`config.mk`:
```
export PLATFORM = sky130hd
export DESIGN_NAME = signed_int_to_decimal_ascii
export DESIGN_NICKNAME = d
export VERILOG_FILES = /design/src/rtl/s2da_pkg.sv /design/src/rtl/s2da_sub_unit.sv /design/src/rtl/s2da_out_reg.sv /design/src/rtl/signed_int_to_decimal_ascii.sv
export SDC_FILE = /design/constraint.sdc
export NUM_CORES = 1
export LEC_CHECK = 0
export ABC_AREA = 1
export ABC_CLOCK_PERIOD_IN_PS = 9300
export BUFFER_PORTS_ARGS = -buffer_cell sky130_fd_sc_hd__buf_4
export CORE_MARGIN = 3
export CORE_UTILIZATION = 38
export CTS_CLUSTER_DIAMETER = 100
export CTS_CLUSTER_SIZE = 30
export DETAILED_ROUTE_END_ITERATION = 8
export HOLD_SLACK_MARGIN = 0.05
export PLACE_DENSITY_LB_ADDON = 0.15
export SKIP_CTS_REPAIR_TIMING = 1
export SLEW_MARGIN = 20
export SYNTH_ARGS = -nofsm -noshare
export SYNTH_HDL_FRONTEND = slang
export SYNTH_SLANG_ARGS = --single-unit
```
`constraint.sdc`:
```
create_clock -name aclk -period 9.3 [get_ports aclk]
set_clock_uncertainty 0.1 [all_clocks]
set_input_delay 1.395 -clock aclk [delete_from_list [all_inputs] [get_ports aclk]]
set_output_delay 1.395 -clock aclk [all_outputs]
set_load 0.02 [all_outputs]
```
`src/rtl/s2da_pkg.sv`:
```
// s2da_pkg: shared types, character codes and the powers-of-ten table
// for the signed integer to decimal ascii converter
// no dependencies

package s2da_pkg;

    localparam int unsigned ValueWidth = 32;
    localparam int unsigned CharWidth  = 8;
    localparam int unsigned TrialWidth = ValueWidth + 1;  // 8 * 10^9 needs 33 bits
    localparam int unsigned PosWidth   = 4;               // digit position 9 .. 0
    localparam int unsigned BitWidth   = 2;               // binary weight 8, 4, 2, 1

    localparam logic [PosWidth-1:0] TopPos   = PosWidth'(9);
    localparam logic [BitWidth-1:0] TopBit   = BitWidth'(3);
    localparam logic [CharWidth-1:0] CharZero  = 8'h30;  // '0'
    localparam logic [CharWidth-1:0] CharMinus = 8'h2d;  // '-'

    // word handed to the output register
    typedef struct packed {
        logic                 push;
        logic [CharWidth-1:0] character;
        logic                 last;
    } s2da_push_t;

    // result of one compare-subtract step
    typedef struct packed {
        logic                  ge;
        logic [ValueWidth-1:0] diff;
    } s2da_step_t;

    function automatic logic [TrialWidth-1:0] pow10(input logic [PosWidth-1:0] pos);
        logic [TrialWidth-1:0] p;
        case (pos)
            4'd0:    p = 33'd1;
            4'd1:    p = 33'd10;
            4'd2:    p = 33'd100;
            4'd3:    p = 33'd1000;
            4'd4:    p = 33'd10000;
            4'd5:    p = 33'd100000;
            4'd6:    p = 33'd1000000;
            4'd7:    p = 33'd10000000;
            4'd8:    p = 33'd100000000;
            4'd9:    p = 33'd1000000000;
            default: p = 33'd0;
        endcase
        return p;
    endfunction

endpackage

```
`src/rtl/s2da_sub_unit.sv`:
```
// s2da_sub_unit: shared compare-subtract unit, remainder against 10^pos * 2^bit
// depends on s2da_pkg

module s2da_sub_unit
    import s2da_pkg::*;
(
    input  logic [ValueWidth-1:0] rem,
    input  logic [PosWidth-1:0]   pos,
    input  logic [BitWidth-1:0]   wbit,
    output s2da_step_t            step
);

    logic [TrialWidth-1:0] trial;
    logic [TrialWidth-1:0] rem_ext;
    logic [TrialWidth-1:0] diff_full;

    assign trial     = pow10(pos) << wbit;
    assign rem_ext   = {1'b0, rem};
    assign diff_full = rem_ext - trial;

    assign step.ge   = (rem_ext >= trial);
    // only used when ge, so the top bit is zero then
    assign step.diff = diff_full[ValueWidth-1:0];

endmodule

```
`src/rtl/s2da_out_reg.sv`:
```
// s2da_out_reg: single output register holding one character word
// depends on s2da_pkg

module s2da_out_reg
    import s2da_pkg::*;
(
    input  logic                 aclk,
    input  logic                 aresetn,
    input  s2da_push_t           push,
    output logic                 can_push,
    output logic                 m_valid,
    input  logic                 m_ready,
    output logic [CharWidth-1:0] m_character,
    output logic                 m_last
);

    logic                 valid_reg;
    logic                 valid_next;
    logic [CharWidth-1:0] char_reg;
    logic                 last_reg;

    assign can_push = !valid_reg || m_ready;

    always_comb begin
        valid_next = valid_reg;
        if (push.push && can_push) begin
            valid_next = 1'b1;
        end else if (m_ready) begin
            valid_next = 1'b0;
        end
    end

    always_ff @(posedge aclk) begin
        if (!aresetn) begin
            valid_reg <= 1'b0;
        end else begin
            valid_reg <= valid_next;
        end
    end

    always_ff @(posedge aclk) begin
        if (push.push && can_push) begin
            char_reg <= push.character;
            last_reg <= push.last;
        end
    end

    assign m_valid     = valid_reg;
    assign m_character = char_reg;
    assign m_last      = last_reg;

endmodule

```
`src/rtl/signed_int_to_decimal_ascii.sv`:
```
// signed_int_to_decimal_ascii: top level, sequencer around the shared
// compare-subtract unit; depends on s2da_pkg, s2da_sub_unit, s2da_out_reg
//
// channel   ports                          payload
// input     s_valid / s_ready              s_value[31:0] signed
// output    m_valid / m_ready              m_character[7:0], m_last
//
// a value is accepted, then converted in 40 steps, with one more step
// for the '-' of a negative value; the steps are set by the single
// compare-subtract unit: four binary steps per digit over ten digit
// positions. s_ready is high only while the sequencer is idle. each
// character waits in the output register; when it is still held the
// sequencer stalls on that step. reset is synchronous, active low.

module signed_int_to_decimal_ascii
    import s2da_pkg::*;
(
    input  logic                        aclk,
    input  logic                        aresetn,
    input  logic                        s_valid,
    output logic                        s_ready,
    input  logic signed [ValueWidth-1:0] s_value,
    output logic                        m_valid,
    input  logic                        m_ready,
    output logic [CharWidth-1:0]        m_character,
    output logic                        m_last
);

    typedef enum logic [2:0] {
        ST_IDLE = 3'b001,
        ST_SIGN = 3'b010,
        ST_CONV = 3'b100
    } state_t;

    state_t                state_reg, state_next;
    logic [ValueWidth-1:0] rem_reg, rem_next;
    logic [PosWidth-1:0]   pos_reg, pos_next;
    logic [BitWidth-1:0]   bit_reg, bit_next;
    logic [3:0]            digit_reg, digit_next;
    logic                  started_reg, started_next;

    s2da_step_t            step;
    s2da_push_t            push;
    logic                  can_push;
    logic [ValueWidth-1:0] raw;
    logic [ValueWidth-1:0] mag;
    logic [3:0]            digit_final;
    logic                  emit;

    assign raw = ValueWidth'(s_value);
    assign mag = raw[ValueWidth-1] ? (ValueWidth'(0) - raw) : raw;

    s2da_sub_unit u_sub (
        .rem  (rem_reg),
        .pos  (pos_reg),
        .wbit (bit_reg),
        .step (step)
    );

    s2da_out_reg u_out (
        .aclk        (aclk),
        .aresetn     (aresetn),
        .push        (push),
        .can_push    (can_push),
        .m_valid     (m_valid),
        .m_ready     (m_ready),
        .m_character (m_character),
        .m_last      (m_last)
    );

    assign s_ready     = (state_reg == ST_IDLE);
    // the compare result lands on the binary weight being tried
    assign digit_final = digit_reg | ({3'b000, step.ge} << bit_reg);
    // leading zeros are dropped, the units digit always goes out
    assign emit        = (digit_final != 4'd0) || started_reg || (pos_reg == 4'd0);

    always_comb begin
        state_next   = state_reg;
        rem_next     = rem_reg;
        pos_next     = pos_reg;
        bit_next     = bit_reg;
        digit_next   = digit_reg;
        started_next = started_reg;
        push         = '0;
        case (state_reg)
            ST_IDLE: begin
                if (s_valid) begin
                    rem_next     = mag;
                    pos_next     = TopPos;
                    bit_next     = TopBit;
                    digit_next   = 4'd0;
                    started_next = 1'b0;
                    state_next   = raw[ValueWidth-1] ? ST_SIGN : ST_CONV;
                end
            end
            ST_SIGN: begin
                push.push      = 1'b1;
                push.character = CharMinus;
                push.last      = 1'b0;
                if (can_push) begin
                    state_next = ST_CONV;
                end
            end
            ST_CONV: begin
                if (bit_reg != '0) begin
                    if (step.ge) begin
                        rem_next = step.diff;
                    end
                    digit_next = digit_final;
                    bit_next   = bit_reg - 1'b1;
                end else begin
                    push.push      = emit;
                    push.character = CharZero + {4'b0000, digit_final};
                    push.last      = (pos_reg == 4'd0);
                    // hold the whole step while a digit cannot be handed over
                    if (!emit || can_push) begin
                        if (step.ge) begin
                            rem_next = step.diff;
                        end
                        digit_next   = 4'd0;
                        bit_next     = TopBit;
                        started_next = started_reg | emit;
                        if (pos_reg == 4'd0) begin
                            state_next = ST_IDLE;
                        end else begin
                            pos_next = pos_reg - 1'b1;
                        end
                    end
                end
            end
            default: begin
                state_next = ST_IDLE;
            end
        endcase
    end

    always_ff @(posedge aclk) begin
        if (!aresetn) begin
            state_reg <= ST_IDLE;
        end else begin
            state_reg <= state_next;
        end
    end

    always_ff @(posedge aclk) begin
        rem_reg     <= rem_next;
        pos_reg     <= pos_next;
        bit_reg     <= bit_next;
        digit_reg   <= digit_next;
        started_reg <= started_next;
    end

`ifndef NO_ASSERTIONS
    // the remainder always fits below ten units of the current position
    a_rem_range: assert property (@(posedge aclk) disable iff (!aresetn)
        (state_reg == ST_CONV && bit_reg == TopBit) |->
        ({4'b0000, rem_reg} < ({4'b0000, pow10(pos_reg)} * 37'd10)))
        else $error("remainder out of range for digit position");

    // a finished digit is a decimal digit
    a_digit_range: assert property (@(posedge aclk) disable iff (!aresetn)
        (state_reg == ST_CONV && bit_reg == '0) |-> (digit_final <= 4'd9))
        else $error("digit above nine");

    // the units digit with room downstream ends the conversion
    a_done: assert property (@(posedge aclk) disable iff (!aresetn)
        (state_reg == ST_CONV && bit_reg == '0 && pos_reg == 4'd0 && can_push) |=>
        (state_reg == ST_IDLE && m_valid && m_last))
        else $error("conversion did not end on the units digit");

    // the sign word is never marked last
    a_sign_not_last: assert property (@(posedge aclk) disable iff (!aresetn)
        (state_reg == ST_SIGN && can_push) |=>
        (m_valid && !m_last && m_character == CharMinus && state_reg == ST_CONV))
        else $error("sign word mishandled");
`endif

endmodule
```
==> results of run 1 <==
power groups by stage:
stage          clock network [uW]  logic [uW]  registers, uW
4_1_cts                       337         970            515
3_3_place_gp                    0         971            523
2_1_floorplan                   0         754            507
3_5_place_dp                    0         963            522
6_report                      328         968            513
5_1_grt                       350        1100            522
layer usage:
metal / up-vias / share of wire, % / global-route usage, %
met5: - / 0 / 0
met4: 0 / 1.9 / 5.487
met3: 21 / 3.9 / 2.665
met2: 127 / 47 / 29.88
met1: 2581 / 47 / 25.56
li1: 3089 / - / -
Yosys cell counts, types with 3 or more instances:
master / number / area [sq um]
nor2_1: 66 / 247.7
nand3_4: 5 / 87.58
nor2_2: 7 / 43.79
or2_2: 6 / 37.54
dfxtp_1: 27 / 540.5
o22ai_1: 4 / 25.02
clkbuf_1: 17 / 63.81
o211ai_1: 4 / 30.03
mux2i_1: 3 / 30.03
o21ai_0: 80 / 400.4
nand2_1: 232 / 870.8
inv_1: 108 / 405.4
nand4_1: 6 / 37.54
o21a_1: 3 / 22.52
edfxtp_1: 50 / 1501
buf_1: 4 / 15.01
a31oi_1: 5 / 31.28
xnor2_1: 5 / 43.79
nand3_1: 52 / 260.3
a21oi_1: 64 / 320.3
nand2_4: 10 / 112.6
nand2_2: 8 / 50.05
ha_1: 41 / 513.0
a21oi_2: 4 / 35.03
nand3_2: 7 / 70.07
nor3_2: 6 / 60.06
o31ai_1: 3 / 22.52
nor4_1: 3 / 18.77
o21ai_1: 9 / 45.04
inv_2: 7 / 26.28
o21bai_1: 4 / 30.03
xor2_1: 15 / 131.4
nor3_1: 13 / 65.06
per-stage QoR:
stage          power (uW)  worst slack [ns]
5_1_grt              1975             3.790
2_1_floorplan        1261             4.384
3_3_place_gp         1494             4.338
3_5_place_dp         1484             4.294
4_1_cts              1822             4.267
6_report             1809             4.263
how the worst max path moves through the flow:
| stage | endpoint | slack (ns) | cells past startpoint | startpoint |
|---|---|---|---|---|
| floorplan | rem_reg[0] | 4.38 | 24 | bit_reg[0] |
| global placement | rem_reg[3] | 4.34 | 20 | bit_reg[0] |
| detailed placement | rem_reg[13] | 4.29 | 21 | bit_reg[0] |
| CTS | rem_reg[13] | 4.27 | 21 | bit_reg[0] |
| global route | flip-flop | 3.79 | 26 | bit_reg[0] |
| finish | rem_reg[13] | 4.26 | 21 | bit_reg[0] |
worst reg2reg max path: stages (launching register included):
cell and delay [ns]:
edfxtp_1 0.96, inv_1 0.61, nand2_1 0.22, o21ai_0 0.13
o21ai_0 0.27, ha_1 0.37, nand2_1 0.10, nand2_1 0.07
a21oi_1 0.12, nand2_1 0.07, nand2_1 0.06, nand2_1 0.05
nor2_2 0.21, nand2_4 0.09, nand3_1 0.09, nand2_1 0.10
nor2_2 0.13, nand3_4 0.11, nand3_1 0.08, nand2_1 0.12
a31oi_4 0.15, buf_4 0.42
cell families after synthesis:
kind of cell	Yosys count	synth area share (%)
and+or+nand+nor	427	31.40
AOI/OAI and AO/OA	192	16.55
buffers and inverters	144	8.964
DFF	77	31.60
adders and majority gates	42	8.248
xor gates and xnor gates	20	2.711
muxes	3	0.4647
other	1	0.05803
layout make-up:
cell class	count	area [sq um]	area share, %
well taps	220	275.3	3.794
clock inverters	7	48.80	0.6725
flip-flops and latches	77	2042	28.14
clock buffers	9	225.2	3.104
repair buffers	48	360.3	4.966
inverters	117	444.2	6.122
multi-input cells	686	3860	53.20
==> metrics.yaml, run 1 <==
status: "complete, no violations"
syn_inst: 906
route.detailed.drc: 0
first_iter_violations: 435
p_seq_share_pct: 28.4
min_period_over_period_pct: 54.16
hold_depth: 2
final_net_count: 1017
via_count: 5818
min_period_ns: 5.037
holdPathEnd: "state_reg[2]"
r2r-start: "bit_reg[0]"
finalCoreUtilization_pct: 43.60
cp_common_cell: "nand2_1"
synth.cell_area_sq_um: 6462
hold_violations: 0
cts_num_sinks: 77
min_from: "state_reg[2]"
maxSlewHeadroom_pct: 37.96
critPathSlowestCell: "edfxtp_1"
rr_worst_depth: 21
slowest_delay_ns: 0.96
cts_tree: "built"
vias_per_cell: 4.998
intPower_uw: 982.0
synthToLayoutAreaGrowth_pct: 12.27
rr_endpoint: "rem_reg[13]"
ios: 47
grt_usage_pct: 18.46
ff2ff_setup_slack_ns: 4.26
antenna_found_initial: 0
htreeDepth: 3
fmax_ghz: 0.1985
grt_start_max_net_pins: 43
hp-class: "reg -> reg"
stdcell_area_sq_um: 7256
ys.flop_type: "edfxtp_1"
cts_root_buf: "clkbuf_16"
post-place-cells: 1148
worst_ep_arrival_time_ns: 4.92
timing.setup.tns_ns: 0
async_flop_share_pct: 0
powerDensity_nw_per_um2: 249.4
first_pass_iters: 5
switching_share_pct: 45.73
yosysSeqAreaShare_pct: 31.60
grt_setup_unrepaired: "false"
setup_viol: 0
io_buffer_count: 44
grt_overflow: 0
pwr-share-comb_pct: 53.5
die_w_um: 136.4
clkPwrFrac_pct: 18.1
cp-end-kind: "flip-flop"
antenna_left: 0
synth_cell_type_count: 55
maxCapViolations: 0
diodes: 0
final_cells: 1164
grt_pass1_wl_um: 27030
num-fill-cells: 1747
path_buf_inv: 2
layout-drive-gt1-share_pct: 13.77
coreArea_sq_um: 16640
grt_pass1_vias: 5363
crit_chain: "inv_1 -> nand2_1 -> o21ai_0 -> o21ai_0 -> ha_1 -> nand2_1 -> nand2_1 -> a21oi_1 -> nand2_1 -> nand2_1 -> nand2_1 -> nor2_2 -> nand2_4 -> nand3_1 -> nand2_1 -> nor2_2 -> nand3_4 -> nand3_1 -> nand2_1 -> a31oi_4 -> buf_4"
place_area_sq_um: 6982
ys_warn_count: 0
cts_buffers: 9
p_leak_uw: 0.003314
critical_path.max_fanout: 32
clk_latency_ns: 0.34
rows: 47
dp_hpwl_um: 13000
fp.dieArea_sq_um: 18610
ir_drop_mv: 0.1055
final_cell_mix: "nand2_1, inv_1, o21ai_0, nor2_1, a21oi_1"
startpoint_type: "flip-flop"
floorplan.initialDensity_pct: 38.83
die_y_um: 136.4
p_sw_uw: 827.4
layout.cells.most_common: "nand2_1"
gp_congestion: 0.8877
critPathTopFamily: "simple AND/OR/NAND/NOR gates"
wl_um: 16560
postSynthAreaPerCell_sq_um: 7.133
hold_slack_ns: 0.3965
path_class: "reg -> reg"
ys_seq_elements: 77
wl_per_cell_um: 14.22
clkTransAtPathRegs_ns: 0.06
drv_slew: 0
worstMarginPinSlew_ns: 0.9305
required_ns: 9.19
synth_edf_count: 50
clock_path_buffers: 2
Power figures use the tool's default switching activity.
==> run 2: changes to the inputs <==
- ABC_CLOCK_PERIOD_IN_PS: 9300 -> 4500
- clock period: 9.3 -> 4.5 ns (I/O delays scaled with it)
==> run 2 against run 1 <==
Compared with the run above:
- count of clock-buffer cells in the layout is the same
- clock power increased by 120%
- setup slack worse by 3.9 ns
- die area unchanged
- via count increased by 0.22%
- critical path type unchanged
- core utilization grew 0.74 points
- final cell count increased by 0.86%
- largest power group unchanged
==> metrics.yaml, run 2 (synthesis results as in run 1) <==
status: "complete, no violations"
final_net_count: 1027  # +0.98%
clkTransAtPathRegs_ns: 0.06  # about the same
diodes: 0  # unchanged
slowest_delay_ns: 0.43  # -0.53 ns
cp_common_cell: "nand2_1"
num-fill-cells: 1703  # -2.5%
grt_setup_unrepaired: "true"
first_pass_iters: 5  # unchanged
pwr-share-comb_pct: 53.4  # about the same
clk_latency_ns: 0.35  # about the same
synthToLayoutAreaGrowth_pct: 14.19
powerDensity_nw_per_um2: 519.5  # +110%
clock_path_buffers: 2  # unchanged
hp-class: "reg -> reg"
ios: 47  # unchanged
startpoint_type: "flip-flop"
cts_tree: "built"
path_buf_inv: 3  # +1
cts_num_sinks: 77  # unchanged
maxCapViolations: 0  # unchanged
antenna_left: 0  # unchanged
drv_slew: 0  # unchanged
grt_pass1_vias: 5529  # +3.1%
wl_um: 16630  # +0.42%
min_period_ns: 4.134  # -0.9027 ns
die_y_um: 136.4  # unchanged
place_area_sq_um: 7039  # +0.82%
cp-end-kind: "flip-flop"
gp_congestion: 0.8647  # -2.6%
fmax_ghz: 0.2419  # +22%
grt_pass1_wl_um: 27140  # +0.41%
final_cells: 1174  # +0.86%
layout.cells.most_common: "nand2_1"
final_cell_mix: "nand2_1, inv_1, o21ai_0, nor2_1, a21oi_1"
worst_ep_arrival_time_ns: 4.28  # -0.64 ns
grt_start_max_net_pins: 42  # -2.3%
post-place-cells: 1154  # +0.52%
floorplan.initialDensity_pct: 38.83  # unchanged
cts_buffers: 9  # unchanged
die_w_um: 136.4  # unchanged
io_buffer_count: 44  # unchanged
worstMarginPinSlew_ns: 0.6723  # -0.2583 ns
fp.dieArea_sq_um: 18610  # unchanged
intPower_uw: 2104  # +110%
seqCellArea_sq_um: 2042  # unchanged
antenna_found_initial: 0  # unchanged
cts_root_buf: "clkbuf_16"
setup_viol: 0  # unchanged
coreArea_sq_um: 16640  # unchanged
p_leak_uw: 0.003371  # +1.7%
switching_share_pct: 45.11  # -0.62 points
via_count: 5831  # +0.22%
layout-drive-gt1-share_pct: 14.88  # +1.1 points
grt_overflow: 0  # unchanged
first_iter_violations: 412  # -5.3%
rows: 47  # unchanged
critPathSlowestCell: "edfxtp_1"
wl_per_cell_um: 14.16  # -0.44%
clkPwrFrac_pct: 19.0  # +0.9 points
required_ns: 4.65  # -4.54 ns
timing.setup.tns_ns: 0  # unchanged
p_seq_share_pct: 27.6  # -0.8 points
p_sw_uw: 1729  # +110%
dp_hpwl_um: 13020  # +0.16%
grt_usage_pct: 18.56  # +0.10 points
fin_ws_ns: 0.3659  # -3.897 ns
total_power_uw: 3834  # +110%
preCtsSetupSlack_ns: 0.2720  # -4.022 ns
path_class: "reg -> reg"
critPathTopFamily: "simple AND/OR/NAND/NOR gates"
ir_drop_mv: 0.2630  # +150%
hold_violations: 0  # unchanged
maxSlewHeadroom_pct: 54.81  # +17 points
min_period_over_period_pct: 91.87  # +38 points
stdcell_area_sq_um: 7380  # +1.7%
route.detailed.drc: 0  # unchanged
multi_input_area_sq_um: 3872  # +0.32%
vias_per_cell: 4.967  # -0.63%
htreeDepth: 3  # unchanged
critical_path.max_fanout: 28  # -13%
-- run 2: worst paths after layout --
path / cells past startpoint / slack (ns) / start / endpoint
setup reg to reg: 26 / 0.37 / bit_reg[0] / flip-flop
setup / recovery: 26 / 0.37 / bit_reg[0] / flip-flop
hold reg to reg: 2 / 0.39 / state_reg[2] / state_reg[2]
hold / removal: 2 / 0.39 / state_reg[2] / state_reg[2]
-- run 2: final cells by class --
cell class                      count  share of cell area, %
Multi-Input combinational cell    686                  52.48
Sequential cell                    77                  27.67
Inverter                          117                  6.121
Timing Repair Buffer               58                  6.070
Tap cell                          220                  3.730
Clock buffer                        9                  3.052
Clock inverter                      7                 0.8817
-- run 2: metal layers --
layer | up-vias | track usage [%] | part of all wire [%]
met1 | 2621 | 25.11 | 49
met3 | 20 | 2.591 | 3.0
met4 | 0 | 5.935 | 1.8
li1 | 3108 | - | -
met2 | 82 | 30.63 | 46
met5 | - | 0 | 0
-- run 2: metrics by stage --
step | utilization, % | hold WS [ns]
after floorplan | - | 0.3556
after detailed placement | 42.30 | 0.3784
after global placement | 42.30 | 0.3783
after global routing | 44.34 | 0.4472
final | 44.34 | 0.3893
after CTS | 44.04 | 0.3880
-- run 2: worst min-delay path: stages, from the launching register on --
cell and delay [ns]:
dfxtp_1 0.32, nand2_1 0.06, a21oi_1 0.06
-- run 2: power groups by stage --
stage               sequential, uW  clock (uW)  combinational (uW)
floorplan                     1040           0                1560
global placement              1070           0                2030
detailed placement            1070           0                2020
CTS                           1060         744                2040
global route                  1070         769                2330
finish                        1060         729                2050
==> run 3: changes to the inputs <==
- ABC_CLOCK_PERIOD_IN_PS: 4500 -> default
- CTS_BUF_LIST: default -> sky130_fd_sc_hd__clkbuf_16
- SETUP_SLACK_MARGIN: default -> 0.4
==> run 3 against run 2 <==
Compared with the run above:
- sequential power is essentially flat
- flip-flop and latch count is the same
- routed wire length grew 7.4%
- count of clock-buffer cells in the layout is the same
- die area is the same
- via count grew 3.3%
- critical path depth shrank 1
- sequential share of layout area shrank 1.5 points
- critical path type unchanged
- highest routed layer unchanged
==> metrics.yaml, run 3 (synthesis results as in run 1) <==
floorplan.initialDensity_pct: 38.83  # unchanged
cts_num_sinks: 77  # unchanged
route.detailed.drc: 0  # unchanged
grt_overflow: 0  # unchanged
status: "complete, no violations"
wl_um: 17860  # +7.4%
wl_per_cell_um: 14.81  # +4.6%
io_buffer_count: 44  # unchanged
slowest_delay_ns: 0.45  # +0.02 ns
post-place-cells: 1155  # +0.087%
critPathTopFamily: "simple AND/OR/NAND/NOR gates"
first_pass_iters: 5  # unchanged
layout.cells.most_common: "nand2_1"
timing.setup.tns_ns: 0  # unchanged
cp-end-kind: "flip-flop"
hold_violations: 0  # unchanged
fmax_ghz: 0.2568  # +6.2%
critical_path.max_fanout: 11  # -61%
num-fill-cells: 1687  # -0.94%
first_iter_violations: 369  # -10%
cts_tree: "built"
cp_common_cell: "nand2_1"
coreArea_sq_um: 16640  # unchanged
layout-drive-gt1-share_pct: 20.28  # +5.4 points
fp.dieArea_sq_um: 18610  # unchanged
grt_pass1_wl_um: 27920  # +2.9%
die_y_um: 136.4  # unchanged
via_count: 6022  # +3.3%
ir_drop_mv: 0.2308  # -12%
critPathSlowestCell: "edfxtp_1"
maxCapViolations: 0  # unchanged
startpoint_type: "flip-flop"
hp-class: "reg -> reg"
antenna_found_initial: 0  # unchanged
worst_ep_arrival_time_ns: 4.04  # -0.24 ns
dp_hpwl_um: 13400  # +2.9%
min_period_over_period_pct: 86.52  # -5.3 points
path_buf_inv: 3  # unchanged
clkTransAtPathRegs_ns: 0.06  # about the same
gp_congestion: 0.8919  # +3.1%
drv_slew: 0  # unchanged
antenna_left: 0  # unchanged
clk_latency_ns: 0.35  # about the same
fin_ws_ns: 0.6066  # +0.2406 ns
grt_setup_unrepaired: "true"
worstMarginPinSlew_ns: 0.8197  # +0.1475 ns
rows: 47  # unchanged
synthToLayoutAreaGrowth_pct: 20.76
ios: 47  # unchanged
powerDensity_nw_per_um2: 526.1  # +1.3%
required_ns: 4.64  # about the same
path_class: "reg -> reg"
final_cell_mix: "nand2_1, inv_1, buf_4, o21ai_0, nor2_1"
final_cells: 1206  # +2.7%
vias_per_cell: 4.993  # +0.54%
p_leak_uw: 0.003568  # +5.8%
grt_start_max_net_pins: 42  # unchanged
diodes: 0  # unchanged
die_w_um: 136.4  # unchanged
preCtsSetupSlack_ns: 0.3176  # +0.04555 ns
cts_buffers: 9  # unchanged
clock_path_buffers: 2  # unchanged
grt_pass1_vias: 5476  # -0.96%
final_net_count: 1059  # +3.1%
min_period_ns: 3.893  # -0.2406 ns
htreeDepth: 3  # unchanged
setup_viol: 0  # unchanged
maxSlewHeadroom_pct: 45.35  # -9.5 points
cts_root_buf: "clkbuf_16"
grt_usage_pct: 19.14  # +0.58 points
[run 3: cell types whose count changed in the layout (fill, tap and decap cells not counted), moves of 3 or more]
cell      change
a21oi_1       -7
o21ai_1       +4
a21oi_2       +7
ha_2          +8
buf_4        +25
o21ai_0       -7
clkinv_1      -3
ha_1          -9
[run 3: worst register-to-register path: stages (launching register included)]
cell,delay (ns)
edfxtp_1,0.45
buf_4,0.17
clkinvlp_4,0.23
nand2_1,0.14
o21ai_0,0.15
ha_2,0.44
nand4_1,0.16
nor2_2,0.17
nand2_2,0.09
nor3_4,0.23
nor2_4,0.07
nand2_4,0.09
nand3_1,0.10
nand2_1,0.11
nor2_2,0.05
nand3_4,0.08
nand3_4,0.13
nand2_8,0.14
clkinv_4,0.08
nand2_2,0.08
nand2_4,0.10
ha_4,0.19
nand3_1,0.08
nand2_1,0.06
nand2_1,0.05
nand2_1,0.04
[run 3: cell type report]
| class | instances | area [sq um] | share of cell area, % |
|---|---|---|---|
| clock inverters | 7 | 75.07 | 0.9620 |
| multi-input cells | 687 | 4004 | 51.31 |
| inverters | 117 | 447.9 | 5.740 |
| repair buffers | 88 | 726.9 | 9.315 |
| repair inverters | 1 | 7.507 | 0.09620 |
| flip-flops and latches | 77 | 2042 | 26.17 |
| well taps | 220 | 275.3 | 3.527 |
| clock buffers | 9 | 225.2 | 2.886 |
[run 3: path summary, 6_finish.rpt]
| kind | startpoint | end | slack [ns] | cells after the start |
|---|---|---|---|---|
| worst max register to register | bit_reg[1] | flip-flop | 0.61 | 25 |
| worst min register to register | state_reg[2] | state_reg[2] | 0.39 | 2 |
| worst max-delay path | bit_reg[1] | flip-flop | 0.61 | 25 |
| worst min-delay path | state_reg[2] | state_reg[2] | 0.39 | 2 |
[run 3: power by group]
part | switching [uW] | total, uW | leakage [uW] | internal [uW]
combinational | 1450 | 2300 | 0.00273 | 847
clock | 325 | 757 | 0.000143 | 432
sequential | 79.0 | 1050 | 0.000691 | 974
total | 1850 | 4110 | 0.00357 | 2250
[run 3: per-stage QoR]
stage	cell area, sq um	power, uW	hold WS, ns	utilization, %
after floorplan	6481	2611	0.3556	-
after global placement	7047	3117	0.3822	42.34
after detailed placement	7047	3116	0.3776	42.34
after CTS	7347	3886	0.3870	44.15
after global routing	7804	4437	0.4119	46.89
final	7804	4105	0.3857	46.89
[run 3: metal layers]
layer,global-route usage [%],up-vias,wire length [um]
met3,2.332,27,580
li1,-,3176,-
met5,0,-,0
met2,30.71,109,8368
met4,6.719,0,427
met1,26.60,2710,8480
